### src/design/rrct_pkg.sv
// ---------------------------------------------------------------------------
// RF remote code transmitter package
// Shared word types, control structs and constants for the on-off keyed
// remote code transmitter.
// ---------------------------------------------------------------------------
package rrct_pkg;

    // Field and register widths.
    localparam int CODE_W   = 24;
    localparam int REPEAT_W = 8;
    localparam int IDX_W    = 2;
    localparam int CFG_W    = 24;
    localparam int NUM_CODES = 3;

    // Frame timing, in ticks.
    localparam int TICK_W      = 7;
    localparam int SYNC_END    = 32;
    localparam int BIT_OFFSET  = 28;

    // Item kinds.
    localparam logic KIND_TICK    = 1'b0;
    localparam logic KIND_REQUEST = 1'b1;

    // Request code indexes.
    localparam logic [IDX_W-1:0] IDX_OPEN    = 2'd0;
    localparam logic [IDX_W-1:0] IDX_CLOSE   = 2'd1;
    localparam logic [IDX_W-1:0] IDX_STOP    = 2'd2;
    localparam logic [IDX_W-1:0] IDX_INVALID = 2'd3;

    // Configuration register indexes.
    localparam logic [1:0] CFG_CODE_WORD_0  = 2'd0;
    localparam logic [1:0] CFG_CODE_WORD_1  = 2'd1;
    localparam logic [1:0] CFG_CODE_WORD_2  = 2'd2;
    localparam logic [1:0] CFG_REPEAT_COUNT = 2'd3;

    // Reset values of the configuration registers.
    localparam logic [CODE_W-1:0]   RST_CODE_WORD_0  = 24'hE7AAA1;
    localparam logic [CODE_W-1:0]   RST_CODE_WORD_1  = 24'hE7AAA8;
    localparam logic [CODE_W-1:0]   RST_CODE_WORD_2  = 24'hE7AAA4;
    localparam logic [REPEAT_W-1:0] RST_REPEAT_COUNT = 8'd8;

    typedef logic [CODE_W-1:0]   t_code;
    typedef logic [REPEAT_W-1:0] t_repeat;
    typedef logic [IDX_W-1:0]    t_idx;

    // Input word.
    typedef struct packed {
        logic kind;
        t_idx code_index;
    } t_in_word;

    // Result word.
    typedef struct packed {
        logic line_level;
        logic busy_res;
        logic request_dropped;
    } t_out_word;

    // Queue control from the frame engine.
    typedef struct packed {
        logic push;
        logic pop;
        logic clear;
    } t_q_ctrl;

    // Queue status to the frame engine.
    typedef struct packed {
        logic empty;
        logic full;
    } t_q_stat;

endpackage

### src/design/rrct_queue.sv
// ---------------------------------------------------------------------------
// Pending request queue
// Small shifting FIFO of code indexes; the head is always entry zero.
// ---------------------------------------------------------------------------
module rrct_queue
    import rrct_pkg::*;
#(
    parameter int DEPTH = 2
) (
    input  logic    i_clk,
    input  logic    i_rst_n,
    input  t_q_ctrl i_ctrl,
    input  t_idx    i_data,
    output t_idx    o_head,
    output t_q_stat o_stat
);

    localparam int CW = $clog2(DEPTH + 1);
    localparam int AW = (DEPTH > 1) ? $clog2(DEPTH) : 1;

    logic [CW-1:0] r_count;
    logic [CW-1:0] n_count;
    t_idx          r_mem [DEPTH];

    // Fill count.
    always_comb begin
        n_count = r_count;
        if (i_ctrl.clear) begin
            n_count = '0;
        end else if (i_ctrl.push) begin
            n_count = r_count + CW'(1);
        end else if (i_ctrl.pop) begin
            n_count = r_count - CW'(1);
        end
    end

    always_ff @(posedge i_clk) begin
        if (!i_rst_n) begin
            r_count <= '0;
        end else begin
            r_count <= n_count;
        end
    end

    // Storage: write at the fill count, shift down on a pop.
    always_ff @(posedge i_clk) begin
        if (i_ctrl.push) begin
            r_mem[r_count[AW-1:0]] <= i_data;
        end else if (i_ctrl.pop) begin
            for (int k = 1; k < DEPTH; k++) begin
                r_mem[k-1] <= r_mem[k];
            end
        end
    end

    assign o_head       = r_mem[0];
    assign o_stat.empty = (r_count == '0);
    assign o_stat.full  = (r_count == CW'(DEPTH));

    // The fill count never passes the depth.
    a_count_bound: assert property (@(posedge i_clk) disable iff (!i_rst_n)
        r_count <= CW'(DEPTH))
        else $error("queue count above depth");

    // A pop or a push never goes past the ends of the queue.
    a_no_underflow: assert property (@(posedge i_clk) disable iff (!i_rst_n)
        (i_ctrl.pop && !i_ctrl.clear) |-> (r_count != '0))
        else $error("pop from empty queue");

    a_no_overflow: assert property (@(posedge i_clk) disable iff (!i_rst_n)
        i_ctrl.push |-> (r_count != CW'(DEPTH)))
        else $error("push into full queue");

endmodule

### src/design/rrct_engine.sv
// ---------------------------------------------------------------------------
// Frame engine
// Holds the transmit state and works out the line level, the next state and
// the result word for one item in a single pass.
// ---------------------------------------------------------------------------
module rrct_engine
    import rrct_pkg::*;
(
    input  logic                    i_clk,
    input  logic                    i_rst_n,
    input  logic                    i_fire,
    input  t_in_word                i_item,
    input  t_code [NUM_CODES-1:0]   i_code_words,
    input  t_repeat                 i_repeat_count,
    input  t_idx                    i_q_head,
    input  t_q_stat                 i_q_stat,
    output t_q_ctrl                 o_q_ctrl,
    output t_out_word               o_res
);

    logic [TICK_W-1:0] r_tick;
    logic [TICK_W-1:0] n_tick;
    t_repeat           r_repeats;
    t_repeat           n_repeats;
    t_idx              r_active;
    t_idx              n_active;
    logic              r_sending;
    logic              n_sending;
    logic              r_level;
    logic              n_level;

    logic [TICK_W:0]   t_next;
    logic [TICK_W-1:0] t_rel;
    logic [4:0]        bit_pos;
    t_code             word;
    logic              code_bit;
    logic [1:0]        phase;
    t_repeat           rep_dec;
    logic              dropped;

    // Code word of the active request, read live.
    always_comb begin
        case (r_active)
            IDX_OPEN:  word = i_code_words[0];
            IDX_CLOSE: word = i_code_words[1];
            default:   word = i_code_words[2];
        endcase
    end

    // Position within the frame after this tick and the data bit it covers.
    assign t_next   = {1'b0, r_tick} + (TICK_W + 1)'(1);
    assign t_rel    = t_next[TICK_W-1:0] - TICK_W'(BIT_OFFSET);
    assign bit_pos  = 5'd24 - t_rel[6:2];
    assign phase    = t_next[1:0];
    assign code_bit = (bit_pos < 5'd24) ? word[bit_pos] : 1'b0;
    assign rep_dec  = r_repeats - REPEAT_W'(1);

    // Next state and result for the item in the input register.
    always_comb begin
        n_tick    = r_tick;
        n_repeats = r_repeats;
        n_active  = r_active;
        n_sending = r_sending;
        n_level   = r_level;
        o_q_ctrl  = '0;
        dropped   = 1'b0;
        if (i_fire) begin
            if (i_item.kind == KIND_TICK) begin
                if (r_sending) begin
                    if (t_next[TICK_W]) begin
                        // End of a frame: repeat, take the next request or stop.
                        n_tick    = '0;
                        n_repeats = rep_dec;
                        if (rep_dec != '0) begin
                            n_level = 1'b1;
                        end else begin
                            n_sending = 1'b0;
                            n_level   = 1'b0;
                            if (!i_q_stat.empty) begin
                                n_active = i_q_head;
                                if (i_repeat_count != '0) begin
                                    o_q_ctrl.pop = 1'b1;
                                    n_repeats    = i_repeat_count;
                                    n_sending    = 1'b1;
                                    n_level      = 1'b1;
                                end else begin
                                    // Every queued request sends nothing.
                                    o_q_ctrl.clear = 1'b1;
                                end
                            end
                        end
                    end else begin
                        n_tick = t_next[TICK_W-1:0];
                        if (t_next[TICK_W-1:0] == TICK_W'(1)) begin
                            n_level = 1'b0;
                        end else if (t_next[TICK_W-1:0] == TICK_W'(SYNC_END)) begin
                            n_level = 1'b1;
                        end else if (t_next[TICK_W-1:0] > TICK_W'(SYNC_END)) begin
                            if (phase == 2'd0) begin
                                n_level = 1'b1;
                            end else if (code_bit ? (phase == 2'd3) : (phase == 2'd1)) begin
                                n_level = 1'b0;
                            end
                        end
                    end
                end
            end else if (i_item.code_index == IDX_INVALID) begin
                dropped = 1'b1;
            end else if (!r_sending) begin
                n_active  = i_item.code_index;
                n_repeats = i_repeat_count;
                n_tick    = '0;
                n_sending = (i_repeat_count != '0);
                n_level   = (i_repeat_count != '0);
            end else if (!i_q_stat.full) begin
                o_q_ctrl.push = 1'b1;
            end else begin
                dropped = 1'b1;
            end
        end
    end

    always_ff @(posedge i_clk) begin
        if (!i_rst_n) begin
            r_tick    <= '0;
            r_repeats <= '0;
            r_active  <= IDX_OPEN;
            r_sending <= 1'b0;
            r_level   <= 1'b0;
        end else begin
            r_tick    <= n_tick;
            r_repeats <= n_repeats;
            r_active  <= n_active;
            r_sending <= n_sending;
            r_level   <= n_level;
        end
    end

    assign o_res.line_level      = n_level;
    assign o_res.busy_res        = n_sending;
    assign o_res.request_dropped = dropped;

    // A sequence in progress always has frames left to send.
    a_repeats_live: assert property (@(posedge i_clk) disable iff (!i_rst_n)
        r_sending |-> (r_repeats != '0))
        else $error("sending with no repeats left");

    // While idle the line is low and the frame position is at its start.
    a_idle_quiet: assert property (@(posedge i_clk) disable iff (!i_rst_n)
        !r_sending |-> (!r_level && (r_tick == '0)))
        else $error("idle line not quiet");

    // Requests queue up only while sending, and the queue drains only on a tick.
    a_push_pop: assert property (@(posedge i_clk) disable iff (!i_rst_n)
        !(o_q_ctrl.push && (o_q_ctrl.pop || o_q_ctrl.clear)))
        else $error("queue push and pop together");

endmodule

### src/design/rf_remote_code_transmitter_top.sv
// ---------------------------------------------------------------------------
// RF remote code transmitter
// A word accepted on the input channel is held in the input register; its
// result then goes to the result register, which drives o_out_data.
// Throughput: one word per cycle; the frame engine settles each word in a
// single combinational pass, so stalls come only from the result side.
// Reset: synchronous, active low; clears the transmit state, the queue fill
// count, both valid flags and loads the default code words and repeat count.
// ---------------------------------------------------------------------------
module rf_remote_code_transmitter_top
    import rrct_pkg::*;
#(
    parameter int QUEUE_DEPTH = 2
) (
    input  logic             i_clk,
    input  logic             i_rst_n,
    // Input channel.
    input  logic             i_in_valid,
    output logic             o_in_stall,
    input  t_in_word         i_in_data,
    // Result channel.
    output logic             o_out_valid,
    input  logic             i_out_stall,
    output t_out_word        o_out_data,
    // Configuration write port.
    input  logic             i_cfg_we,
    input  logic [1:0]       i_cfg_idx,
    input  logic [CFG_W-1:0] i_cfg_data
);

    t_code [NUM_CODES-1:0] r_code_words;
    t_repeat               r_repeat_count;

    logic      r_in_valid;
    t_in_word  r_in_data;
    logic      r_out_valid;
    t_out_word r_out_data;

    logic      fire;
    t_out_word res;
    t_q_ctrl   q_ctrl;
    t_q_stat   q_stat;
    t_idx      q_head;

    // Configuration registers.
    always_ff @(posedge i_clk) begin
        if (!i_rst_n) begin
            r_code_words[0] <= RST_CODE_WORD_0;
            r_code_words[1] <= RST_CODE_WORD_1;
            r_code_words[2] <= RST_CODE_WORD_2;
            r_repeat_count  <= RST_REPEAT_COUNT;
        end else if (i_cfg_we) begin
            case (i_cfg_idx)
                CFG_CODE_WORD_0:  r_code_words[0] <= i_cfg_data[CODE_W-1:0];
                CFG_CODE_WORD_1:  r_code_words[1] <= i_cfg_data[CODE_W-1:0];
                CFG_CODE_WORD_2:  r_code_words[2] <= i_cfg_data[CODE_W-1:0];
                CFG_REPEAT_COUNT: r_repeat_count  <= i_cfg_data[REPEAT_W-1:0];
                default:          r_repeat_count  <= r_repeat_count;
            endcase
        end
    end

    // The engine takes the held word whenever the result register is free.
    assign fire       = r_in_valid && (!r_out_valid || !i_out_stall);
    assign o_in_stall = r_in_valid && !fire;

    // Input register.
    always_ff @(posedge i_clk) begin
        if (!i_rst_n) begin
            r_in_valid <= 1'b0;
        end else if (!o_in_stall) begin
            r_in_valid <= i_in_valid;
        end
    end

    always_ff @(posedge i_clk) begin
        if (i_in_valid && !o_in_stall) begin
            r_in_data <= i_in_data;
        end
    end

    // Result register.
    always_ff @(posedge i_clk) begin
        if (!i_rst_n) begin
            r_out_valid <= 1'b0;
        end else if (fire) begin
            r_out_valid <= 1'b1;
        end else if (!i_out_stall) begin
            r_out_valid <= 1'b0;
        end
    end

    always_ff @(posedge i_clk) begin
        if (fire) begin
            r_out_data <= res;
        end
    end

    assign o_out_valid = r_out_valid;
    assign o_out_data  = r_out_data;

    rrct_engine u_engine (
        .i_clk          (i_clk),
        .i_rst_n        (i_rst_n),
        .i_fire         (fire),
        .i_item         (r_in_data),
        .i_code_words   (r_code_words),
        .i_repeat_count (r_repeat_count),
        .i_q_head       (q_head),
        .i_q_stat       (q_stat),
        .o_q_ctrl       (q_ctrl),
        .o_res          (res)
    );

    rrct_queue #(
        .DEPTH (QUEUE_DEPTH)
    ) u_queue (
        .i_clk   (i_clk),
        .i_rst_n (i_rst_n),
        .i_ctrl  (q_ctrl),
        .i_data  (r_in_data.code_index),
        .o_head  (q_head),
        .o_stat  (q_stat)
    );

endmodule

### config.mk
export PLATFORM = sky130hd
export DESIGN_NAME = rf_remote_code_transmitter_top
export DESIGN_NICKNAME = d
export VERILOG_FILES = /design/src/design/rrct_pkg.sv /design/src/design/rrct_queue.sv /design/src/design/rrct_engine.sv /design/src/design/rf_remote_code_transmitter_top.sv
export SDC_FILE = /design/constraint.sdc
export NUM_CORES = 1
export LEC_CHECK = 0
export ABC_AREA = 1
export ABC_CLOCK_PERIOD_IN_PS = 3800
export CAP_MARGIN = 20
export CORE_UTILIZATION = 45
export CTS_CLUSTER_SIZE = 30
export DETAILED_ROUTE_END_ITERATION = 7
export DONT_BUFFER_PORTS = 1
export PLACE_DENSITY = 0.6
export SYNTH_ARGS = -nofsm -noshare
export SYNTH_HDL_FRONTEND = slang
export SYNTH_SLANG_ARGS = --single-unit
### constraint.sdc
create_clock -name i_clk -period 3.8 [get_ports i_clk]
set_input_delay 0.19 -clock i_clk [delete_from_list [all_inputs] [get_ports i_clk]]
set_output_delay 0.19 -clock i_clk [all_outputs]
set_load 0.03 [all_outputs]
==> metrics.yaml, run 1 <==
pwr:
  power_leakage_nw: 2.927
  ir_drop_v: 0.0003095
  power.total_mw: 3.152
  powerDensity_nw_per_um2: 490.9
timing:
  timing.final.ws_setup_ps: 1030
  finalSetupViolations: 0
  tightest_slew_ps: 889.0
  clock_skew_ps: 6.705
  slew_headroom: 0.4067
  post-route-min-period_ps: 2770
  fin_setup_tns_ps: 0
  hold_violations: 0
  fmax_mhz: 361.0
  final.period_utilization: 0.7289
  slew_violations: 0
  grt_setup_unrepaired: "no"
floorplanning:
  die_x_um: 112.2
  dieArea_um2: 12590
  die_h_um: 112.2
  core_um2: 11610
  io_pins: 39
  initial_utilization: 0.4705
  num_rows: 39
layout:
  final_cells: 967
  multiInputGateArea_um2: 2601
  antenna-diode-count: 0
  final_util: 0.5529
  final-seq-area_um2: 2362
  syn_to_final_growth_pct: 17.52
  fill_cells: 1147
  nets: 850
  drive_gt1_frac: 0.07888
critical_path:
  cp_max_fo: 15
  endpoint_kind: "flip-flop"
  arrival_ps: 2940
  reg2reg_depth: 24
  r2r-end: "o_out_data[2]"
  critPathRequiredTime_ps: 3970
  worstSetupPathType: "reg2reg"
  r2r-start: "u_engine.r_active[0]"
  r2r_slack_ps: 1030
  start_kind: "flip-flop"
hold_path:
  min_to: "r_code_words[45]"
  holdPathStages: 2
  min_from: "i_rst_n"
  min_path_type: "in2reg"
synth:
  synth-simple-area-share: 0.3455
  ys.warnings.count: 0
  synth_commonest_cells: "nand2_1 (216), nor2_1 (106), dfxtp_1 (103)"
  synth.most_common_cell: "nand2_1"
  synth-seq-cells: 113
  netlist.area_leader.share: 0.3774
  synth_top_area_cell: "dfxtp_1"
  syn_inst: 794
  yosys-mux-area-fraction: 0.004122
  synth.distinct_cells: 39
  syn-num-nets: 832
  async_flop_share: 0
  synth_xor_area_frac: 0.01420
  synth_flop_cell: "dfxtp_1"
  syn-mean-instance-area_um2: 6.882
  synth_top_family_by_area: "simple AND/OR/NAND/NOR gates"
  yosysSeqAreaShare: 0.4323
  synth-edff-count: 10
  synthTopCellsByArea: "dfxtp_1 (38%), nand2_1 (15%), nor2_1 (7.3%), nand3_1 (6.7%), edfxtp_1 (5.5%)"
  synth_area_um2: 5464
  synth_fa_ha_area_frac: 0.009160
  synth_compound_area_frac: 0.1021
global_route:
  antenna_found_initial: 0
  grt_max_degree: 84
  grt_use_total: 0.2421
  grt_pass1_vias: 4915
  overflow: 0
  grt_pass1_wl_um: 24000
detailed_routing:
  wl_per_cell_um: 14.72
  firstDrtPassIters: 5
  drt_iter0_drc: 341
  vias: 5148
  drt-vias-per-instance: 5.324
  antenna_left: 0
  finalWirelength_um: 14230
  drc: 0
cts:
  cts_root_buffer: "clkbuf_16"
  post_cts_resized: 0
  cts_buffers: 17
  hold_buffers: 31
  cts_tree: "built"
  postCtsSetupBuffers: 0
  path_clk_slew_ps: 50
  clock_latency_ps: 410
  h-tree-depth: 4
  cts.sinks: 113
  cts_buffer_depth: 2
placement:
  place.gp.congestion: 0.8988
  dp_slack_ps: 1066
  io_buffers: 0
  place_inst: 905
  dp_hpwl_um: 9494
job:
  max-cap-violations: 0
status:
  outcome: "completed"
==> metrics by stage <==
stage                     hold WS (ps)  area (µm²)
after global routing             137.9        6421
after detailed placement         289.0        5518
final                            121.8        6421
after CTS                        121.5        6421
after global placement           288.4        5518
after floorplan                  288.9        5464
==> flip-flops by register name, summed over array words and instances (netlist names) <==
| name | flops |
|---|---|
| u_engine.r_sending | 1 |
| u_queue.r_count | 2 |
| u_engine.r_repeats | 8 |
| r_in_valid | 1 |
| u_queue.r_mem | 4 |
| r_code_words | 72 |
| u_engine.r_active | 2 |
| u_engine.r_level | 1 |
| r_repeat_count | 8 |
| o_out_data | 3 |
| r_in_data | 3 |
| o_out_valid | 1 |
| u_engine.r_tick | 7 |
==> power breakdown <==
part,leakage [nW],switching (mW),internal (mW)
clock,0.287,0.511,1.02
combinational,1.70,0.194,0.113
sequential,0.938,0.0462,1.26
==> worst max-delay path by stage <==
| stage | from | endpoint | slack [ps] | cells past startpoint |
|---|---|---|---|---|
| 4_1_cts | u_engine.r_active[0] | o_out_data[2] | 1050 | 24 |
| 6_report | u_engine.r_active[0] | o_out_data[2] | 1030 | 24 |
| 3_5_place_dp | u_engine.r_active[0] | o_out_data[2] | 1070 | 24 |
| 3_3_place_gp | u_engine.r_active[0] | o_out_data[2] | 1180 | 24 |
| 5_1_grt | u_engine.r_active[0] | o_out_data[2] | 760 | 24 |
| 2_1_floorplan | u_engine.r_tick[0] | o_out_data[2] | 1610 | 20 |
==> layer usage <==
layer	vias to the layer above	GRT usage	wire (µm)
met1	2394	0.3334	6979
met3	13	0.06533	748
li1	2606	-	-
met2	135	0.3714	6369
met4	0	0.07111	134
met5	-	0	0
==> final cells by class <==
cell class	count	share of cell area
clock inverters	6	0.01247
flip-flops and latches	113	0.3679
multi-input cells	555	0.4051
well taps	143	0.02786
clock buffers	25	0.07716
inverters	88	0.05144
repair buffers	37	0.05807
==> placed cells by master (no fill, tap or decap), types with 4 or more instances in the layout <==
cell type	n
a221oi_1	5
clkbuf_16	17
nor2_2	10
clkbuf_1	4
nand4_1	20
a21oi_1	25
nor2_1	104
edfxtp_1	10
o21ai_0	45
nor3_1	5
buf_4	6
dlygate4sd3_1	30
dfxtp_1	103
clkinv_1	4
ha_1	4
inv_2	8
a211oi_1	4
o211ai_1	9
clkbuf_8	4
nand2_1	216
inv_1	76
xor2_1	5
nand3_1	73
nand2_2	6
a31oi_1	4
clkinv_2	4
==> logic make-up (layout without fill, tap and decap cells) <==
kind of cell,count (synthesis),count (layout)
adder cells (fa/ha/maj),4,4
buffers and inverters,126,156
AND/OR/NAND/NOR,443,443
flip-flops,113,113
multiplexers,2,2
XOR/XNOR,8,8
AO/OA/AOI/OAI,98,98
==> critical path, cell delays in order (launching register included) <==
cell and delay [ps]:
dfxtp_1 370, buf_4 210, nor2_1 350, buf_4 300, nand2_1 80, nand2_1 80, clkinv_1 60, nand2_1 60
nand3_1 70, nand2_1 70, nand2_1 50, nand2_1 70, nand2_1 60, nand3_1 80, nand2_1 50, nand2_1 60
nand2_1 50, nand2_1 60, nand2_1 40, nand2_1 70, nand2_1 60, nand2_1 60, nand2_1 40, nand2_1 80
inv_1 40
(Power assumes the default switching activity.)
==> inputs of run 2 (changes only) <==
--- a/config.mk
+++ b/config.mk
@@ -6,13 +6,13 @@
 export NUM_CORES = 1
 export LEC_CHECK = 0
 export ABC_AREA = 1
-export ABC_CLOCK_PERIOD_IN_PS = 3800
+export ABC_CLOCK_PERIOD_IN_PS = 2220
 export CAP_MARGIN = 20
 export CORE_UTILIZATION = 45
 export CTS_CLUSTER_SIZE = 30
 export DETAILED_ROUTE_END_ITERATION = 7
 export DONT_BUFFER_PORTS = 1
-export PLACE_DENSITY = 0.6
+export PLACE_DENSITY = 0.62
 export SYNTH_ARGS = -nofsm -noshare
 export SYNTH_HDL_FRONTEND = slang
 export SYNTH_SLANG_ARGS = --single-unit
==> constraint.sdc (replaced) <==
create_clock -name i_clk -period 2.22 [get_ports i_clk]
set_input_delay 0.111 -clock i_clk [delete_from_list [all_inputs] [get_ports i_clk]]
set_output_delay 0.111 -clock i_clk [all_outputs]
set_load 0.03 [all_outputs]
==> run 2 against run 1 <==
- the flow now finishes with violations (DRC, setup timing)
- via count grew 3.3%
- total power rose by 71%
- cell count up 3.8%
- core utilization grew 4.8 points
- count of clock-buffer cells in the layout is 1 higher
- sequential power up 71%
- clock skew increased by 3.1 ps
- clock power rose by 65%
- design area rose by 8.7%
- largest power group unchanged
- non-clock buffer count increased by 37
- worst setup slack got worse by 1100 ps
- critical path depth shrank 1
==> metrics.yaml, run 2 (same netlist as run 1, synthesis figures left out) <==
status:
  outcome: "finished, violations left"
  failed_checks: "DRC, setup timing"
hold_path:
  min_from: "i_rst_n"
  holdPathStages: 2
  min_to: "r_code_words[31]"
  min_path_type: "in2reg"
floorplanning:
  core_um2: 11610
  io_pins: 39
  initial_utilization: 0.4705
  die_x_um: 112.2
  die_h_um: 112.2
  num_rows: 39
  dieArea_um2: 12590
cts:
  path_clk_slew_ps: 50
  h-tree-depth: 4
  clock_latency_ps: 420
  cts_root_buffer: "clkbuf_16"
  cts.sinks: 113
  cts_tree: "built"
  cts_buffer_depth: 2
  cts_buffers: 17
layout:
  largest_register: "r_code_words"
  mostFrequentLayoutCell: "nand2_1"
  final-seq-area_um2: 2371
  drive_gt1_frac: 0.1696
  largest_register_ffs: 72
  layout_common_cells: "nand2_1 (204), dfxtp_1 (96), nor2_1 (93), inv_1 (72), nand3_1 (71)"
  antenna-diode-count: 0
  top_regs: "r_code_words (72), r_repeat_count (8), u_engine.r_repeats (8)"
  syn_to_final_growth_pct: 27.80
  multiInputGateArea_um2: 2780
  final_util: 0.6013
  nets: 887
  fill_cells: 1069
timing:
  slew_headroom: 0.4373
  timing.final.ws_setup_ps: -83.87
  post-route-min-period_ps: 2304
  final.period_utilization: 1.038
  tightest_slew_ps: 843.2
  finalSetupViolations: 6
  hold_violations: 0
  grt_setup_unrepaired: "yes"
  slew_violations: 0
  fmax_mhz: 434.1
  holdWs_ps: 40.20
  clock_skew_ps: 9.851
global_route:
  grt_use_total: 0.2453
  overflow: 0
  grt_pass1_vias: 5061
  grt_pass1_wl_um: 24300
  antenna_found_initial: 0
  grt_max_degree: 84
critical_path:
  r2r_slack_ps: -80
  start_kind: "flip-flop"
  reg2reg_depth: 23
  endpoint_kind: "flip-flop"
  r2r-start: "u_engine.r_tick[0]"
  critPathRequiredTime_ps: 2390
  r2r-end: "o_out_data[2]"
  worstSetupPathType: "reg2reg"
  cp_max_fo: 6
  arrival_ps: 2470
detailed_routing:
  finalWirelength_um: 14980
  vias: 5320
  drt-vias-per-instance: 5.299
  drt_iter0_drc: 443
  antenna_left: 0
  firstDrtPassIters: 7
  drc: 2
  wl_per_cell_um: 14.92
pwr:
  p_sw_mw: 1.351
  power_leakage_nw: 3.198
  power.total_mw: 5.402
  pwr-share-seq: 0.414
  powerDensity_nw_per_um2: 773.6
  power_frac_clock: 0.468
  ir_drop_v: 0.0004878
  p_sw_frac: 0.2502
  pwr-share-comb: 0.119
  internal_power_mw: 4.050
placement:
  io_buffers: 0
  dp_hpwl_um: 9325
  dp_slack_ps: -177.5
  place.gp.congestion: 0.8557
job:
  max-cap-violations: 0
## run 2: cell types whose count changed in the layout (fill, tap and decap cells not counted), sizes merged
cell	delta
clkbuf	+4
bufinv	-2
buf	+34
clkinv	+1
## run 2: worst max-delay path, stage by stage (launching register included)
cell       delay [ps]
dfxtp_2           350
ha_4              190
inv_2              40
nand2_2            70
nand2_4           100
clkbuf_16         180
nor2_1             80
nand2_1            60
nand3_1            60
nand3_1            70
nand2_1            90
nand2_2            70
nand3_2            80
nand2_1            50
nand2_1            60
nand2_1            60
nand2_1            70
nand2_1            50
nand2_1            60
nand2_1            50
nand2_1            60
nand2_2            50
nand2_2            70
inv_1              40
## run 2: layer usage
| layer | part of all wire | GRT usage | up-vias | wire (µm) |
|---|---|---|---|---|
| met5 | 0 | 0 | - | 0 |
| met4 | 0.0093 | 0.08533 | 0 | 140 |
| met3 | 0.051 | 0.06263 | 13 | 761 |
| met2 | 0.47 | 0.3826 | 122 | 7052 |
| met1 | 0.47 | 0.3303 | 2508 | 7026 |
| li1 | - | - | 2677 | - |
## run 2: worst max-delay path by stage
stage,from,endpoint,slack (ps)
finish,u_engine.r_tick[0],o_out_data[2],-80
global route,u_engine.r_tick[0],o_out_data[2],-300
CTS,u_engine.r_repeats[1],u_queue.r_mem[0][0],2
detailed placement,u_engine.r_tick[0],o_out_data[2],-180
global placement,u_engine.r_tick[0],o_out_data[2],-160
floorplan,u_engine.r_tick[0],o_out_data[2],30
## run 2: cell type report
type,count,area share
clock buffer,26,0.07597
timing repair buffer,74,0.1088
clock inverter,5,0.003584
multi-input combinational,555,0.3981
sequential,113,0.3395
tap,143,0.02562
inverter,88,0.04838
## run 2: through the flow
step | area, µm² | TNS [ps] | instances
after global routing | 6983 | -2057 | 1004
after global placement | 5736 | -311.2 | 929
after CTS | 6669 | 0 | 993
final | 6983 | -152.9 | 1004
after detailed placement | 5736 | -349.6 | 929
after floorplan | 5464 | 0 | 794
## run 2: power groups by stage
stage / sequential (mW) / combinational [mW] / clock, mW
3_5_place_dp: 2.27 / 0.485 / 0
4_1_cts: 2.23 / 0.575 / 2.55
6_report: 2.24 / 0.641 / 2.53
2_1_floorplan: 2.25 / 0.377 / 0
5_1_grt: 2.25 / 0.718 / 2.65
3_3_place_gp: 2.27 / 0.475 / 0
## run 2: repair_timing
item,4_1_cts,5_1_grt
hold endpoints to repair,97,0
setup buffers,2,7
gates resized for setup,13,53
gates cloned,0,4
hold buffers,31,0
pin swaps,3,29
setup endpoints to repair,6,18
==> inputs of run 3 (changes only) <==
--- a/config.mk
+++ b/config.mk
@@ -13,6 +13,8 @@
 export DETAILED_ROUTE_END_ITERATION = 7
 export DONT_BUFFER_PORTS = 1
 export PLACE_DENSITY = 0.62
+export SKIP_LAST_GASP = 1
 export SYNTH_ARGS = -nofsm -noshare
 export SYNTH_HDL_FRONTEND = slang
+export SYNTH_HIERARCHICAL = 1
 export SYNTH_SLANG_ARGS = --single-unit
==> run 3 against run 2 <==
- the run ends with setup timing left
- design area is 5.5% higher
- critical path depth is 7 lower
- non-clock buffer count is 19 higher
- maximum frequency is 0.48% higher
- global-route usage is 1.6 points higher
- sequential power hardly changed
- clock power is 5% higher
- clock skew is 2.3 ps lower
- critical path type unchanged
- critical endpoint unchanged
- largest cell class unchanged
==> metrics.yaml, run 3 <==
synth:
  syn-num-nets: 916
  synth_commonest_cells: "nand2_1 (268), nor2_1 (115), dfxtp_1 (103)"
  syn-mean-instance-area_um2: 6.610
  syn_inst: 876
  synthTopCellsByArea: "dfxtp_1 (36%), nand2_1 (17%), nand3_1 (8.7%), nor2_1 (7.5%), inv_1 (6.0%)"
  netlist.area_leader.share: 0.3561
  async_flop_share: 0
  yosysSeqAreaShare: 0.4080
  synth_top_area_cell: "dfxtp_1"
  synth-seq-cells: 113
  synth.most_common_cell: "nand2_1"
  synth.distinct_cells: 42
  ys.warnings.count: 6
  synth-edff-count: 10
  synth_area_um2: 5791
  synth_flop_cell: "dfxtp_1"
placement:
  dp_hpwl_um: 10500
  place_area_um2: 6178
  io_buffers: 0
  dp_slack_ps: -215.2
  place.gp.congestion: 0.8687
  place_inst: 1054
layout:
  final_cells: 1128
  layout_common_cells: "nand2_1 (263), nor2_1 (106), dfxtp_1 (98), nand3_1 (95), inv_1 (87)"
  final_util: 0.5861
  largest_register_ffs: 72
  largest_register: "r_code_words"
  mostFrequentLayoutCell: "nand2_1"
  antenna-diode-count: 0
  syn_to_final_growth_pct: 27.20
  top_regs: "r_code_words (72), r_repeat_count (8), u_engine/r_repeats (8)"
  drive_gt1_frac: 0.1548
  fin_area_um2: 7366
  nets: 984
global_route:
  grt_max_degree: 90
  grtUsageMet1: 0.3344
  overflow: 0
  grt_use_total: 0.2612
  globalRouteMet3Util: 0.06015
  grt_pass1_vias: 5607
  grt_pass1_wl_um: 26960
  top_usage_layer: "met2"
  antenna_found_initial: 0
  grtUsageMet2: 0.4060
critical_path:
  arrival_ps: 2470
  endpoint_kind: "flip-flop"
  cp-startpoint: "u_engine/r_tick[0]"
  cp_max_fo: 6
  critPathRequiredTime_ps: 2390
  r2r-start: "u_engine/r_tick[0]"
  worstSetupPathType: "reg2reg"
  reg2reg_depth: 16
  r2r-end: "o_out_data[2]"
  endpoint: "o_out_data[2]"
  start_kind: "flip-flop"
  r2r_slack_ps: -70
floorplanning:
  num_rows: 41
  die_h_um: 115.4
  dieArea_um2: 13330
  initial_utilization: 0.4607
  io_pins: 39
  die_x_um: 115.4
  core_um2: 12570
pwr:
  ir_drop_v: 0.0004251
  power.total_mw: 5.448
  powerDensity_nw_per_um2: 739.6
  power_leakage_nw: 3.490
timing:
  clock_skew_ps: 7.543
  slew_violations: 0
  fmax_mhz: 436.1
  finalSetupViolations: 3
  grt_setup_unrepaired: "yes"
  final.period_utilization: 1.033
  timing.final.ws_setup_ps: -72.87
  hold_violations: 0
  holdWs_ps: 33.04
  post-route-min-period_ps: 2293
  fin_setup_tns_ps: -121.1
  tightest_slew_ps: 647.7
  slew_headroom: 0.5668
cts:
  cts_buffer_depth: 2
  cts_root_buffer: "clkbuf_16"
  cts_tree: "built"
  clock_latency_ps: 420
  h-tree-depth: 4
  cts_buffers: 17
  path_clk_slew_ps: 50
  cts.sinks: 113
detailed_routing:
  drt_iter0_drc: 465
  wl_per_cell_um: 14.52
  finalWirelength_um: 16370
  antenna_left: 0
  drc: 0
  firstDrtPassIters: 5
  drt-vias-per-instance: 5.215
  vias: 5883
status:
  outcome: "finished, violations left"
  failed_checks: "setup timing"
hold_path:
  min_path_type: "in2reg"
  min_from: "i_rst_n"
job:
  max-cap-violations: 0
-- run 3: cell count changes after synthesis, sizes merged, moves of 3 or more --
cell	delta
nand2	+48
nor2	+6
o211ai	-6
buf	+21
nand3	+27
nand4	+6
or2	+5
clkbuf	-14
a21oi	+5
inv	+15
a211oi	-3
o21ai	-31
-- run 3: power breakdown --
group	total (mW)	switching [mW]	internal, mW
Clock	2.65	0.889	1.76
Combinational	0.565	0.340	0.225
Sequential	2.23	0.0719	2.16
-- run 3: how the worst min path moves through the flow --
stage                             to  cells after the start
CTS                 u_engine/r_level                      2
detailed placement      r_in_data[2]                      0
floorplan               r_in_data[0]                      0
finish               r_code_words[5]                      2
global route        u_engine/r_level                      2
global placement        r_in_data[1]                      0
-- run 3: area by class of cell --
class | count | area (µm²)
inverters | 103 | 391.6
well taps | 172 | 215.2
repair buffers | 93 | 838.3
flip-flops and latches | 113 | 2369
clock buffers | 27 | 543.0
multi-input cells | 616 | 2964
fillers | 1179 | 5202
clock inverters | 4 | 45.04
-- run 3: timing repair --
| action | CTS | global route |
|---|---|---|
| pin swaps | 16 | 15 |
| cloned | 0 | 1 |
| hold buffers | 35 | 0 |
| gates resized for setup | 24 | 21 |
| buffers inserted | 4 | 3 |
| endpoints found under the hold margin | 98 | 0 |
| setup endpoints to repair | 14 | 22 |
-- run 3: cells by family (layout without fill, tap and decap cells) --
kind of cell	after synthesis	count (layout)	synth area share
compound gates	65	65	0.06655
xor+xnor	7	7	0.01059
fa+ha+maj	6	6	0.01296
buf+inv	148	227	0.1074
flops	113	113	0.4080
simple gates	537	538	0.3946
-- run 3: layer usage --
metal / part of all wire / wire length (µm)
met3: 0.071 / 1155
met5: 0 / 0
met1: 0.44 / 7261
met4: 0.035 / 577
met2: 0.45 / 7379
-- run 3: critical path: stages (launching register included) --
cell and delay [ps]:
dfxtp_2 350, ha_4 190, nand3_2 100, nor3_2 200, xor2_1 270, buf_4 190, nor2_2 40, a31oi_1 150
nand3_1 100, nand2_1 60, nand2_1 40, nand2_1 50, nand2_1 60, nand2_1 70, nand2_1 60, nand2_2 70
inv_1 40
